File: config.mk
export PLATFORM = sky130hd
export DESIGN_NAME = xwrb_ctrl
export DESIGN_NICKNAME = d
export VERILOG_FILES = /design/src/xwrb_pkg.sv /design/src/xwrb_ctrl.sv
export SDC_FILE = /design/constraint.sdc
export NUM_CORES = 1
export LEC_CHECK = 0
export BUFFER_PORTS_ARGS = -buffer_cell sky130_fd_sc_hd__buf_2
export CORE_AREA = 2 2 39 41
export CTS_CLUSTER_DIAMETER = 200
export DETAILED_ROUTE_END_ITERATION = 8
export DIE_AREA = 0 0 41 43
export PLACE_DENSITY = 0.34
export REMOVE_ABC_BUFFERS = 1
export SLEW_MARGIN = 5
export SYNTH_ARGS = -nofsm -noshare
export SYNTH_HDL_FRONTEND = slang
export SYNTH_SLANG_ARGS = --single-unit
File: constraint.sdc
create_clock -name clk -period 1.3 [get_ports clk]
set_input_delay 0.26 -clock clk [delete_from_list [all_inputs] [get_ports clk]]
set_output_delay 0.26 -clock clk [all_outputs]
set_load 0.01 [all_outputs]
File: src/xwrb_pkg.sv
// ----------------------------------------------------------------------------
// xwrb_pkg
// Shared types and constants for the extended RAM window register block:
// register offsets, stub reset bytes, controller state and command structs.
// ----------------------------------------------------------------------------
package xwrb_pkg;

    // Extended RAM geometry.
    localparam int RAM_ADDR_W = 16;

    // Register offsets inside the 32-byte window.
    localparam logic [4:0] OFF_RW0      = 5'h04;
    localparam logic [4:0] OFF_STEP0    = 5'h05;
    localparam logic [4:0] OFF_ADDR0_LO = 5'h06;
    localparam logic [4:0] OFF_ADDR0_HI = 5'h07;
    localparam logic [4:0] OFF_RW1      = 5'h08;
    localparam logic [4:0] OFF_STEP1    = 5'h09;
    localparam logic [4:0] OFF_ADDR1_LO = 5'h0A;
    localparam logic [4:0] OFF_ADDR1_HI = 5'h0B;
    localparam logic [4:0] OFF_STACK    = 5'h0C;

    localparam logic [15:0] WINDOW_BYTES = 16'd32;

    localparam logic [7:0] BYTE_MISS = 8'hFF;
    localparam logic [7:0] BYTE_ZERO = 8'h00;

    typedef enum logic [1:0] {
        ST_CLEAR,
        ST_IDLE,
        ST_EXEC,
        ST_FINISH
    } ctrl_state_t;

    typedef struct packed {
        logic clr_step;   // write one zero byte of the RAM clearing pass
        logic capture;    // latch the incoming word
        logic exec;       // perform the access
        logic finish;     // take reload data, load the output register
    } ctrl_cmd_t;

    typedef struct packed {
        logic clr_last;   // clearing pass is at its final address
    } dp_status_t;

    // Reset value of each window byte.
    function automatic logic [7:0] reset_byte(input logic [4:0] off);
        logic [7:0] val;
        unique case (off)
            5'h10:   val = 8'hB8;
            5'h11:   val = 8'h50;
            5'h13:   val = 8'hA9;
            5'h15:   val = 8'hA2;
            5'h17:   val = 8'h60;
            default: val = 8'h00;
        endcase
        return val;
    endfunction

endpackage

File: src/xwrb_ctrl.sv
// ----------------------------------------------------------------------------
// xwrb_ctrl
// Sequencer for the window block: RAM clearing pass after reset, then one
// bus word at a time through execute and finish, with the output handshake.
// ----------------------------------------------------------------------------
module xwrb_ctrl (
    input  logic                  clk,
    input  logic                  rst_n,
    input  logic                  in_valid,
    output logic                  in_ready,
    output logic                  out_valid,
    input  logic                  out_ready,
    input  xwrb_pkg::dp_status_t  status,
    output xwrb_pkg::ctrl_cmd_t   cmd
);

    xwrb_pkg::ctrl_state_t state_reg, state_next;
    logic out_valid_reg, out_valid_next;
    logic slot_free;

    always_ff @(posedge clk or negedge rst_n)
    begin
        if (!rst_n)
        begin
            state_reg     <= xwrb_pkg::ST_CLEAR;
            out_valid_reg <= 1'b0;
        end
        else
        begin
            state_reg     <= state_next;
            out_valid_reg <= out_valid_next;
        end
    end

    assign slot_free = !out_valid_reg || out_ready;

    always_comb
    begin
        state_next   = state_reg;
        cmd          = '0;
        in_ready     = 1'b0;
        unique case (state_reg)
            xwrb_pkg::ST_CLEAR:
            begin
                cmd.clr_step = 1'b1;
                if (status.clr_last)
                begin
                    state_next = xwrb_pkg::ST_IDLE;
                end
            end
            xwrb_pkg::ST_IDLE:
            begin
                in_ready = 1'b1;
                if (in_valid)
                begin
                    cmd.capture = 1'b1;
                    state_next  = xwrb_pkg::ST_EXEC;
                end
            end
            xwrb_pkg::ST_EXEC:
            begin
                cmd.exec   = 1'b1;
                state_next = xwrb_pkg::ST_FINISH;
            end
            xwrb_pkg::ST_FINISH:
            begin
                if (slot_free)
                begin
                    // The next word may enter while this one retires.
                    cmd.finish = 1'b1;
                    in_ready   = 1'b1;
                    if (in_valid)
                    begin
                        cmd.capture = 1'b1;
                        state_next  = xwrb_pkg::ST_EXEC;
                    end
                    else
                    begin
                        state_next = xwrb_pkg::ST_IDLE;
                    end
                end
            end
            default:
            begin
                state_next = xwrb_pkg::ST_IDLE;
            end
        endcase
        out_valid_next = cmd.finish || (out_valid_reg && !out_ready);
    end

    assign out_valid = out_valid_reg;

endmodule

======== Word level (Yosys, flattened, before mapping) ========
Index checks and enable logic that the tools add are counted.
storage, ports and cells
  bits in registers ....................... 3
  output and inout bits ................... 6
  input bits .............................. 5
  logic and storage cells ................. 28
cells by class
  multiplexer cells ....................... 13
  equality and inequality tests ........... 6
  reduce and logical (&&, ||, !) cells .... 7
operator list
  operator                                                               count
  2-bit two-way mux                                                      4
  2-bit one-hot mux with 4 select lines                                  1
  1-bit two-way mux                                                      6
  2-bit != test, second input constant                                   3
  2-bit equality test, second input constant                             2
  1-bit one-hot mux with 2 select lines                                  2
  3-bit AND reduction                                                    1
  2-bit by 1-bit equality test with 1-bit output, second input constant  1
  1-bit logical NOT                                                      2
  2-bit logical NOT                                                      1
  1-bit logical OR                                                       2
  1-bit logical AND                                                      1

======== Longest topological paths before layout ========
Gate-level depths: netlist of the first run.
  depth after elaboration ................. 5
  gate-level depth with buffers ........... 4
  depth with buffers taken out ............ 3

======== Worst setup path after synthesis of the first run ========
OpenSTA, ideal clock, no wires.
  path type ............................... register to output
  start point ............................. reg out_valid_reg, in the netlist out_valid
  end point ............................... out cmd[2] in the netlist's numbering
  stages on the path, launching flop included .. 3
  data arrival time ....................... 814 ps
  required time ........................... 1040 ps
  buffers on the path ..................... 0
  slack ................................... 226 ps
  cell sequence ........................... dfrtp_1 > nor2b_1 > a21oi_1
RTL lines
  item                    line             source
  from (decl)             xwrb_ctrl.sv:18  logic out_valid_reg, out_valid_next;
  from (signal assigned)  xwrb_ctrl.sv:31  out_valid_reg <= out_valid_next;
  to (decl)               xwrb_ctrl.sv:14  output xwrb_pkg::ctrl_cmd_t cmd

======== Worst setup path after layout of the first run ========
  start point ............................. reg out_valid_reg, in the netlist out_valid
  end point ............................... out in_ready
on the way
  word-level cells in the longest chain between the ends .. 4
ends and longest elaborated chain
  item                                   line             source
  1-bit logical NOT                      xwrb_ctrl.sv:35  assign slot_free = !out_valid_reg || out_ready;
  1-bit logical OR                       xwrb_ctrl.sv:35
  1-bit two-way mux                      xwrb_ctrl.sv:67  if (slot_free)
  1-bit one-hot mux with 2 select lines  xwrb_ctrl.sv:42  unique case (state_reg)
  to (decl)                              xwrb_ctrl.sv:10  output logic in_ready,
Every way passes these cells.

==> results of run 1 <==
[per-layer routing]
metal / track usage [%] / part of all wire [%] / vias to the layer above
met2: 7.50 / 48 / 7
met5: 0 / 0 / -
met4: 6.00 / 0 / 0
met1: 5.52 / 41 / 77
met3: 6.28 / 11 / 0
li1: - / - / 90
[Yosys cell counts]
cell / count / share of area, %
dfrtp_1: 3 / 42
nand2_1: 3 / 6.2
nor2_1: 2 / 4.2
a21boi_1: 1 / 4.2
a21o_1: 1 / 4.2
a21oi_1: 1 / 2.8
a32oi_1: 1 / 4.9
and3_1: 1 / 3.5
buf_6: 1 / 6.2
inv_2: 1 / 2.1
nand2_4: 1 / 6.2
nand2b_4: 1 / 7.6
nor2b_1: 1 / 3.5
o21ai_1: 1 / 2.8
[layout make-up]
| class | count | area [um2] |
|---|---|---|
| fillers | 165 | 1090 |
| multi-input cells | 14 | 101 |
| repair buffers | 11 | 60.1 |
| clock buffers | 4 | 26.3 |
| inverters | 1 | 3.75 |
| well taps | 16 | 20.0 |
| flip-flops and latches | 3 | 77.6 |
[kinds of logic (layout without fill, tap and decap cells)]
group / Yosys count / in the layout / synth area share [%]
AOI/OAI and AO/OA: 5 / 5 / 18.7
buffers and inverters: 2 / 16 / 8.33
DFF: 3 / 3 / 41.7
and+or+nand+nor: 9 / 9 / 31.3
[timing repair]
action | in CTS | in global routing
resized for setup | 4 | 1
pin swaps | 2 | 0
hold buffers | 1 | 0
hold endpoints to repair | 3 | 0
endpoints found under the setup margin | 3 | 4
[power groups by stage]
stage          logic, mW  clock network, mW  registers [mW]
2_1_floorplan      0.178                  0           0.221
3_5_place_dp       0.301                  0           0.225
4_1_cts            0.322              0.171           0.231
3_3_place_gp       0.298                  0           0.224
5_1_grt            0.352              0.185           0.248
6_report           0.314              0.162           0.234
[through the flow]
| stage | setup slack [ns] | area, um2 | cells |
|---|---|---|---|
| after floorplan | 0.226 | 169 | 18 |
| after global placement | 0.219 | 239 | 44 |
| after detailed placement | 0.194 | 239 | 44 |
| after CTS | -0.00152 | 288 | 49 |
| after global routing | -0.0405 | 289 | 49 |
| final | 0.0148 | 289 | 49 |
[how the worst max path moves through the flow]
stage | from | end | slack [ns] | depth (start not counted)
after CTS | out_valid | in_ready | -0.002 | 3
after global placement | state_reg[0] | cmd[2] | 0.22 | 3
after floorplan | out_valid | cmd[2] | 0.23 | 2
after detailed placement | out_valid | cmd[2] | 0.19 | 3
after global routing | out_valid | cmd[2] | -0.04 | 3
final | out_valid | in_ready | 0.01 | 3
[critical path, cell delays in order, from the launching register on]
cell and delay (ns):
dfrtp_1 0.40, nor2b_4 0.15, a21boi_1 0.10, buf_2 0.14
==> reports/qor.yml, run 1 <==
clock_latency_ns: 0.23
total_power_mw: 0.710
syn_area_per_cell_um2: 9.48
cts_buffers: 3
drtAntennaViolNets: 0
yosysWarnings: 0
drt_pre_antenna_iters: 1
grt_pass1_wl_um: 648
post-cts-setup-buffers: 0
critPathCaptureType: "primary output"
maxCapViolations: 0
ys_seq_area_share_pct: 41.7
p_sw_mw: 0.288
hold_path.startpoint: "in_valid"
fmax_mhz: 778
hold_ws_ns: 0.283
syn-cell-area_um2: 180
arrival_ns: 1.03
fin_skew_ns: 0.00191
internal_power_mw: 0.422
wire_per_inst_um: 8.35
critPathLaunchType: "flip-flop"
cellLeakagePower_nw: 0.153
cts_tree: "done"
globalplace.congestion: 0.606
drtIter0Drc: 0
setup_violations: 0
ir_drop_mv: 0.483
antenna_found_initial: 0
critical_path_class: "flip-flop to primary output"
drive_gt1_share_pct: 60.6
layout_commonest_cell: "buf_2"
rr_endpoint: "state_reg[0]"
largest_reg_flops: 2
die_w_um: 41
swShare_pct: 40.6
grt_use_total_pct: 6.24
antenna_cells: 0
synth.distinct_cells: 14
via_count: 174
io-pin-count: 11
fin_setup_tns_ns: 0
drt-vias-per-instance: 3.55
slew_headroom_pct: 88.8
worstHoldPathCells: 3
hold_viol: 0
hold_path.class: "input pin to flip-flop"
htreeDepth: 1
die_area_um2: 1760
ys_seq_elements: 3
cts_root_buffer: "clkbuf_4"
r2r_slack_ns: 0.43
rows: 14
whs_endpoint: "state_reg[1]"
grt_setup_unrepaired: "yes"
clk_path_buf_depth: 2
reg2reg_from: "state_reg[0]"
finish.utilization_pct: 20.9
power.density_nw_per_um2: 2460
cts_sinks: 3
rr_worst_depth: 3
synth_cells: 19
pwr-share-comb_pct: 44.3
grt_pass1_vias: 172
worst_pin_slew_ns: 0.168
overflow: 0
final_nets: 39
finalCriticalPeriod_ns: 1.29
worstPathRequired_ns: 1.04
area_growth_pct: 60.4
grt_max_degree: 10
core_um2: 1380
cp_max_fo: 3
finalMaxSlewViolations: 0
period_share_pct: 98.9
port_buffers: 10
status: "finished, final reports clean"
clk_pin_slew_ns: 0.04
clockPowerShare_pct: 22.8
drt-total-wl_um: 409
start_util_pct: 13.0
seqPwrFrac_pct: 33.0
final_cell_mix: "buf_2 (10), nand2_1 (3), clkbuf_4 (3)"
die_y_um: 43
remaining_drc_errors: 0
Note: power is estimated with default switching activity, not from simulation.
==> inputs of run 2 (changes only) <==
- CORE_AREA: 2 2 39 41 -> 4 4 41 43
- DIE_AREA: 0 0 41 43 -> 0 0 45 47
- RECOVER_POWER: not set -> 50
==> run 2 against run 1 <==
The flow now finishes with violations (negative setup slack). Critical path depth did not move. Power rose by 9.9%. First-iteration DRC count did not move. Non-clock buffer count rose by 2. Final cell count rose by 2.0%. Die area rose by 20%. Sequential share of layout area fell by 2.0 points. Count of clock-buffer cells in the layout did not move. Routed wire length rose by 29%. Largest power group unchanged. Fmax fell by 1.2%. Setup slack got worse by 0.016 ns.
==> reports/qor.yml, run 2 (synthesized netlist as in run 1, its figures left out) <==
status: "finished, violations left"
violations: "negative setup slack"
die_w_um: 45
grt_setup_unrepaired: "yes"
clk_pin_slew_ns: 0.04
cts_root_buffer: "clkbuf_4"
hold_path.startpoint: "in_valid"
drive_gt1_share_pct: 62.9
globalplace.congestion: 0.707
hold_ws_ns: 0.276
ir_drop_mv: 0.807
period_share_pct: 100
reg2reg_from: "state_reg[0]"
die_y_um: 47
antenna_found_initial: 0
multi_input_area_um2: 108
cts_tree: "done"
maxCapViolations: 0
finalCriticalPeriod_ns: 1.30
worstHoldPathCells: 2
cp_cell_sequence: "nor2b_4 -> a21oi_2 -> buf_2"
whs_endpoint: "state_reg[0]"
grt_pass1_vias: 216
fin_skew_ns: 0.000915
slew_headroom_pct: 89.7
via_count: 193
wire_per_inst_um: 10.5
rr_worst_depth: 3
worstPathRequired_ns: 1.04
cellLeakagePower_nw: 0.167
drtIter0Drc: 0
overflow: 0
finish.utilization_pct: 24.0
cts_buffers: 3
largest_reg_flops: 2
grt_max_degree: 10
clk_path_buf_depth: 2
arrival_ns: 1.04
setup_violations: 1
antenna_cells: 0
drt_pre_antenna_iters: 1
drtAntennaViolNets: 0
power.density_nw_per_um2: 2490
fin_area_um2: 313
hold_path.class: "input pin to flip-flop"
io-pin-count: 11
cp_slowest_cell: "dfrtp_1"
place_area_um2: 238
hold_viol: 0
n_fill_cell: 148
htreeDepth: 1
remaining_drc_errors: 0
core_um2: 1300
worst_slack_ns: -0.000682
port_buffers: 10
rows: 13
r2r_slack_ns: 0.33
max_stage_delay_ns: 0.41
start_util_pct: 13.8
drt-total-wl_um: 526
die_area_um2: 2120
final_cell_mix: "buf_2 (9), nand2_1 (3), clkbuf_4 (3)"
critical_path_class: "flip-flop to primary output"
rr_endpoint: "state_reg[0]"
clock_latency_ns: 0.23
drt-vias-per-instance: 3.86
layout_commonest_cell: "buf_2"
grt_pass1_wl_um: 828
grt_use_total_pct: 6.08
worst_pin_slew_ns: 0.154
fmax_mhz: 769
area_growth_pct: 73.6
cts_sinks: 3
final_nets: 41
seq_area_um2: 77.6
fin_setup_tns_ns: -0.000682
critPathLaunchType: "flip-flop"
finalMaxSlewViolations: 0
cp_max_fo: 3
critPathCaptureType: "primary output"
run 2: cell type report:
| cell class | count | share of cell area [%] |
|---|---|---|
| tap | 15 | 6.00 |
| timing repair buffer | 13 | 25.2 |
| multi-input combinational | 14 | 34.4 |
| inverter | 1 | 1.20 |
| sequential | 3 | 24.8 |
| clock buffer | 4 | 8.40 |
run 2: critical path, delay by kind of cell, from the launching register on:
| family | cells | cell delay (ns) |
|---|---|---|
| DFF | 1 | 0.41 |
| and+or+nand+nor | 1 | 0.15 |
| buffers and inverters | 1 | 0.14 |
| AOI/OAI and AO/OA | 1 | 0.11 |
run 2: what timing repair did:
item | in CTS | in global routing
cloned | 0 | 0
setup buffers | 0 | 2
gates resized for setup | 4 | 3
hold buffers | 1 | 0
endpoints found under the hold margin | 3 | 0
endpoints found under the setup margin | 3 | 4
pin swaps | 2 | 0
run 2: power breakdown:
part / switching (mW) / total, mW / internal [mW]
combinational: 0.180 / 0.378 / 0.197
sequential: 0.0886 / 0.237 / 0.149
clock: 0.0506 / 0.166 / 0.115
total: 0.319 / 0.780 / 0.461
run 2: stage by stage:
step / setup WS (ns) / std cells / total power, mW
after detailed placement: 0.176 / 43 / 0.532
after CTS: -0.0343 / 48 / 0.735
after global routing: -0.0664 / 50 / 0.856
final: -0.000682 / 50 / 0.780
after floorplan: 0.226 / 18 / 0.399
after global placement: 0.218 / 43 / 0.523
run 2: routing by layer:
metal	up-vias	track usage (%)	wire length, um
met1	86	6.36	235
met4	0	5.26	0
met5	-	0	0
met2	12	7.63	223
li1	95	-	-
met3	0	4.98	68
run 2: how the worst max path moves through the flow:
stage,endpoint,startpoint,cells past startpoint
5_1_grt,in_ready,out_valid,3
3_3_place_gp,cmd[2],state_reg[0],3
6_report,cmd[2],out_valid,3
4_1_cts,in_ready,out_valid,3
3_5_place_dp,cmd[2],out_valid,3
2_1_floorplan,cmd[2],out_valid,2
==> inputs of run 3 (changes only) <==
- ABC_CLOCK_PERIOD_IN_PS: not set -> 1300
- CELL_PAD_IN_SITES_DETAIL_PLACEMENT: not set -> 0
- CELL_PAD_IN_SITES_GLOBAL_PLACEMENT: not set -> 1
- PLACE_DENSITY: 0.34 -> 0.43
==> run 3 against run 2 <==
The run now ends clean. Global-route usage down 0.87 points. Clock skew down 0.00068 ns. Power down 2.8%. Critical endpoint is now in_ready.
==> reports/qor.yml, run 3 (synthesized netlist as in run 1, its figures left out) <==
start_util_pct: 13.8
cts_buffers: 3
cp_max_fo: 3
clock_latency_ns: 0.23
antenna_found_initial: 0
n_fill_cell: 150
drt_pre_antenna_iters: 4
overflow: 0
grt_pass1_vias: 173
cts_root_buffer: "clkbuf_4"
final_cell_mix: "buf_2 (9), nand2_1 (3), clkbuf_4 (3)"
total_power_mw: 0.759
critPathLaunchType: "flip-flop"
worst_slack_ns: 0.0125
fin_skew_ns: 0.000234
drtIter0Drc: 3
drt-total-wl_um: 487
cellLeakagePower_nw: 0.166
drive_gt1_share_pct: 57.1
hold_ws_ns: 0.276
htreeDepth: 1
hold_viol: 0
fmax_mhz: 777
drtAntennaViolNets: 0
globalplace.congestion: 0.707
clk_path_buf_depth: 2
critPathCaptureType: "primary output"
setup_violations: 0
drt-vias-per-instance: 3.86
layout_commonest_cell: "buf_2"
slew_headroom_pct: 89.9
status: "finished, final reports clean"
via_count: 193
worst_pin_slew_ns: 0.151
hold_path.class: "input pin to flip-flop"
die_y_um: 47
rows: 13
area_growth_pct: 70.1
final_cells: 50
period_share_pct: 99.0
clk_pin_slew_ns: 0.04
grt_setup_unrepaired: "yes"
final_nets: 41
fin_area_um2: 307
port_buffers: 10
remaining_drc_errors: 0
cts_tree: "done"
maxCapViolations: 0
io-pin-count: 11
worstPathRequired_ns: 1.04
placed_cells: 43
arrival_ns: 1.03
r2r_slack_ns: 0.34
hpwl_um: 357
power.density_nw_per_um2: 2480
antenna_cells: 0
grt_use_total_pct: 5.21
cts_sinks: 3
finalMaxSlewViolations: 0
grt_max_degree: 10
wire_per_inst_um: 9.74
critical_path_class: "flip-flop to primary output"
pre_cts_slack_ns: 0.197
core_um2: 1300
die_area_um2: 2120
largest_reg_flops: 2
ir_drop_mv: 0.841
die_w_um: 45
grt_pass1_wl_um: 690
finalCriticalPeriod_ns: 1.29
place_area_um2: 238
[run 3: path summary, 6_finish.rpt]
kind | cells after the start | to | start
min | 2 | state_reg[0] | in_valid
max in group asynchronous | 2 | state_reg[0] | rst_n
max | 3 | in_ready | out_valid
min in group asynchronous | 2 | out_valid | rst_n
max reg2reg | 3 | state_reg[0] | state_reg[0]
min reg2reg | 2 | state_reg[1] | state_reg[0]
[run 3: worst max-delay path, cell delays in order, from the launching register on]
cell,delay [ns]
dfrtp_1,0.40
nor2b_4,0.15
a21boi_1,0.10
buf_2,0.14
[run 3: per-layer routing]
| metal | GRT usage [%] | vias to the layer above | routed length [um] |
|---|---|---|---|
| met3 | 4.98 | 2 | 83 |
| met2 | 5.08 | 18 | 145 |
| li1 | - | 96 | - |
| met1 | 5.91 | 77 | 241 |
| met4 | 5.26 | 0 | 16 |
| met5 | 0 | - | 0 |
[run 3: through the flow]
stage	util, %	setup TNS [ns]
5_1_grt	23.6	-0.107
3_3_place_gp	18.3	0
6_report	23.6	0
4_1_cts	22.0	-0.00518
2_1_floorplan	-	0
3_5_place_dp	18.3	0
[run 3: final cells by class]
type                       instances  area, um2  share of cell area [%]
inverter                           1       3.75                    1.22
sequential                         3       77.6                    25.3
multi-input combinational         14        101                    33.1
clock buffer                       4       26.3                    8.57
timing repair buffer              13       78.8                    25.7
tap                               15       18.8                    6.12
[run 3: power by group]
group	leakage (nW)	switching, mW	internal [mW]	total, mW
Clock	0.0150	0.0497	0.115	0.165
Combinational	0.119	0.177	0.189	0.367
Sequential	0.0329	0.0788	0.149	0.227
Total	0.166	0.306	0.453	0.759
[run 3: repair_timing]
item / 4_1_cts / 5_1_grt
hold buffers: 1 / 0
resized for setup: 4 / 1
endpoints found under the setup margin: 3 / 4
endpoints found under the hold margin: 3 / 0
pin swaps: 2 / 0
setup buffers: 0 / 2
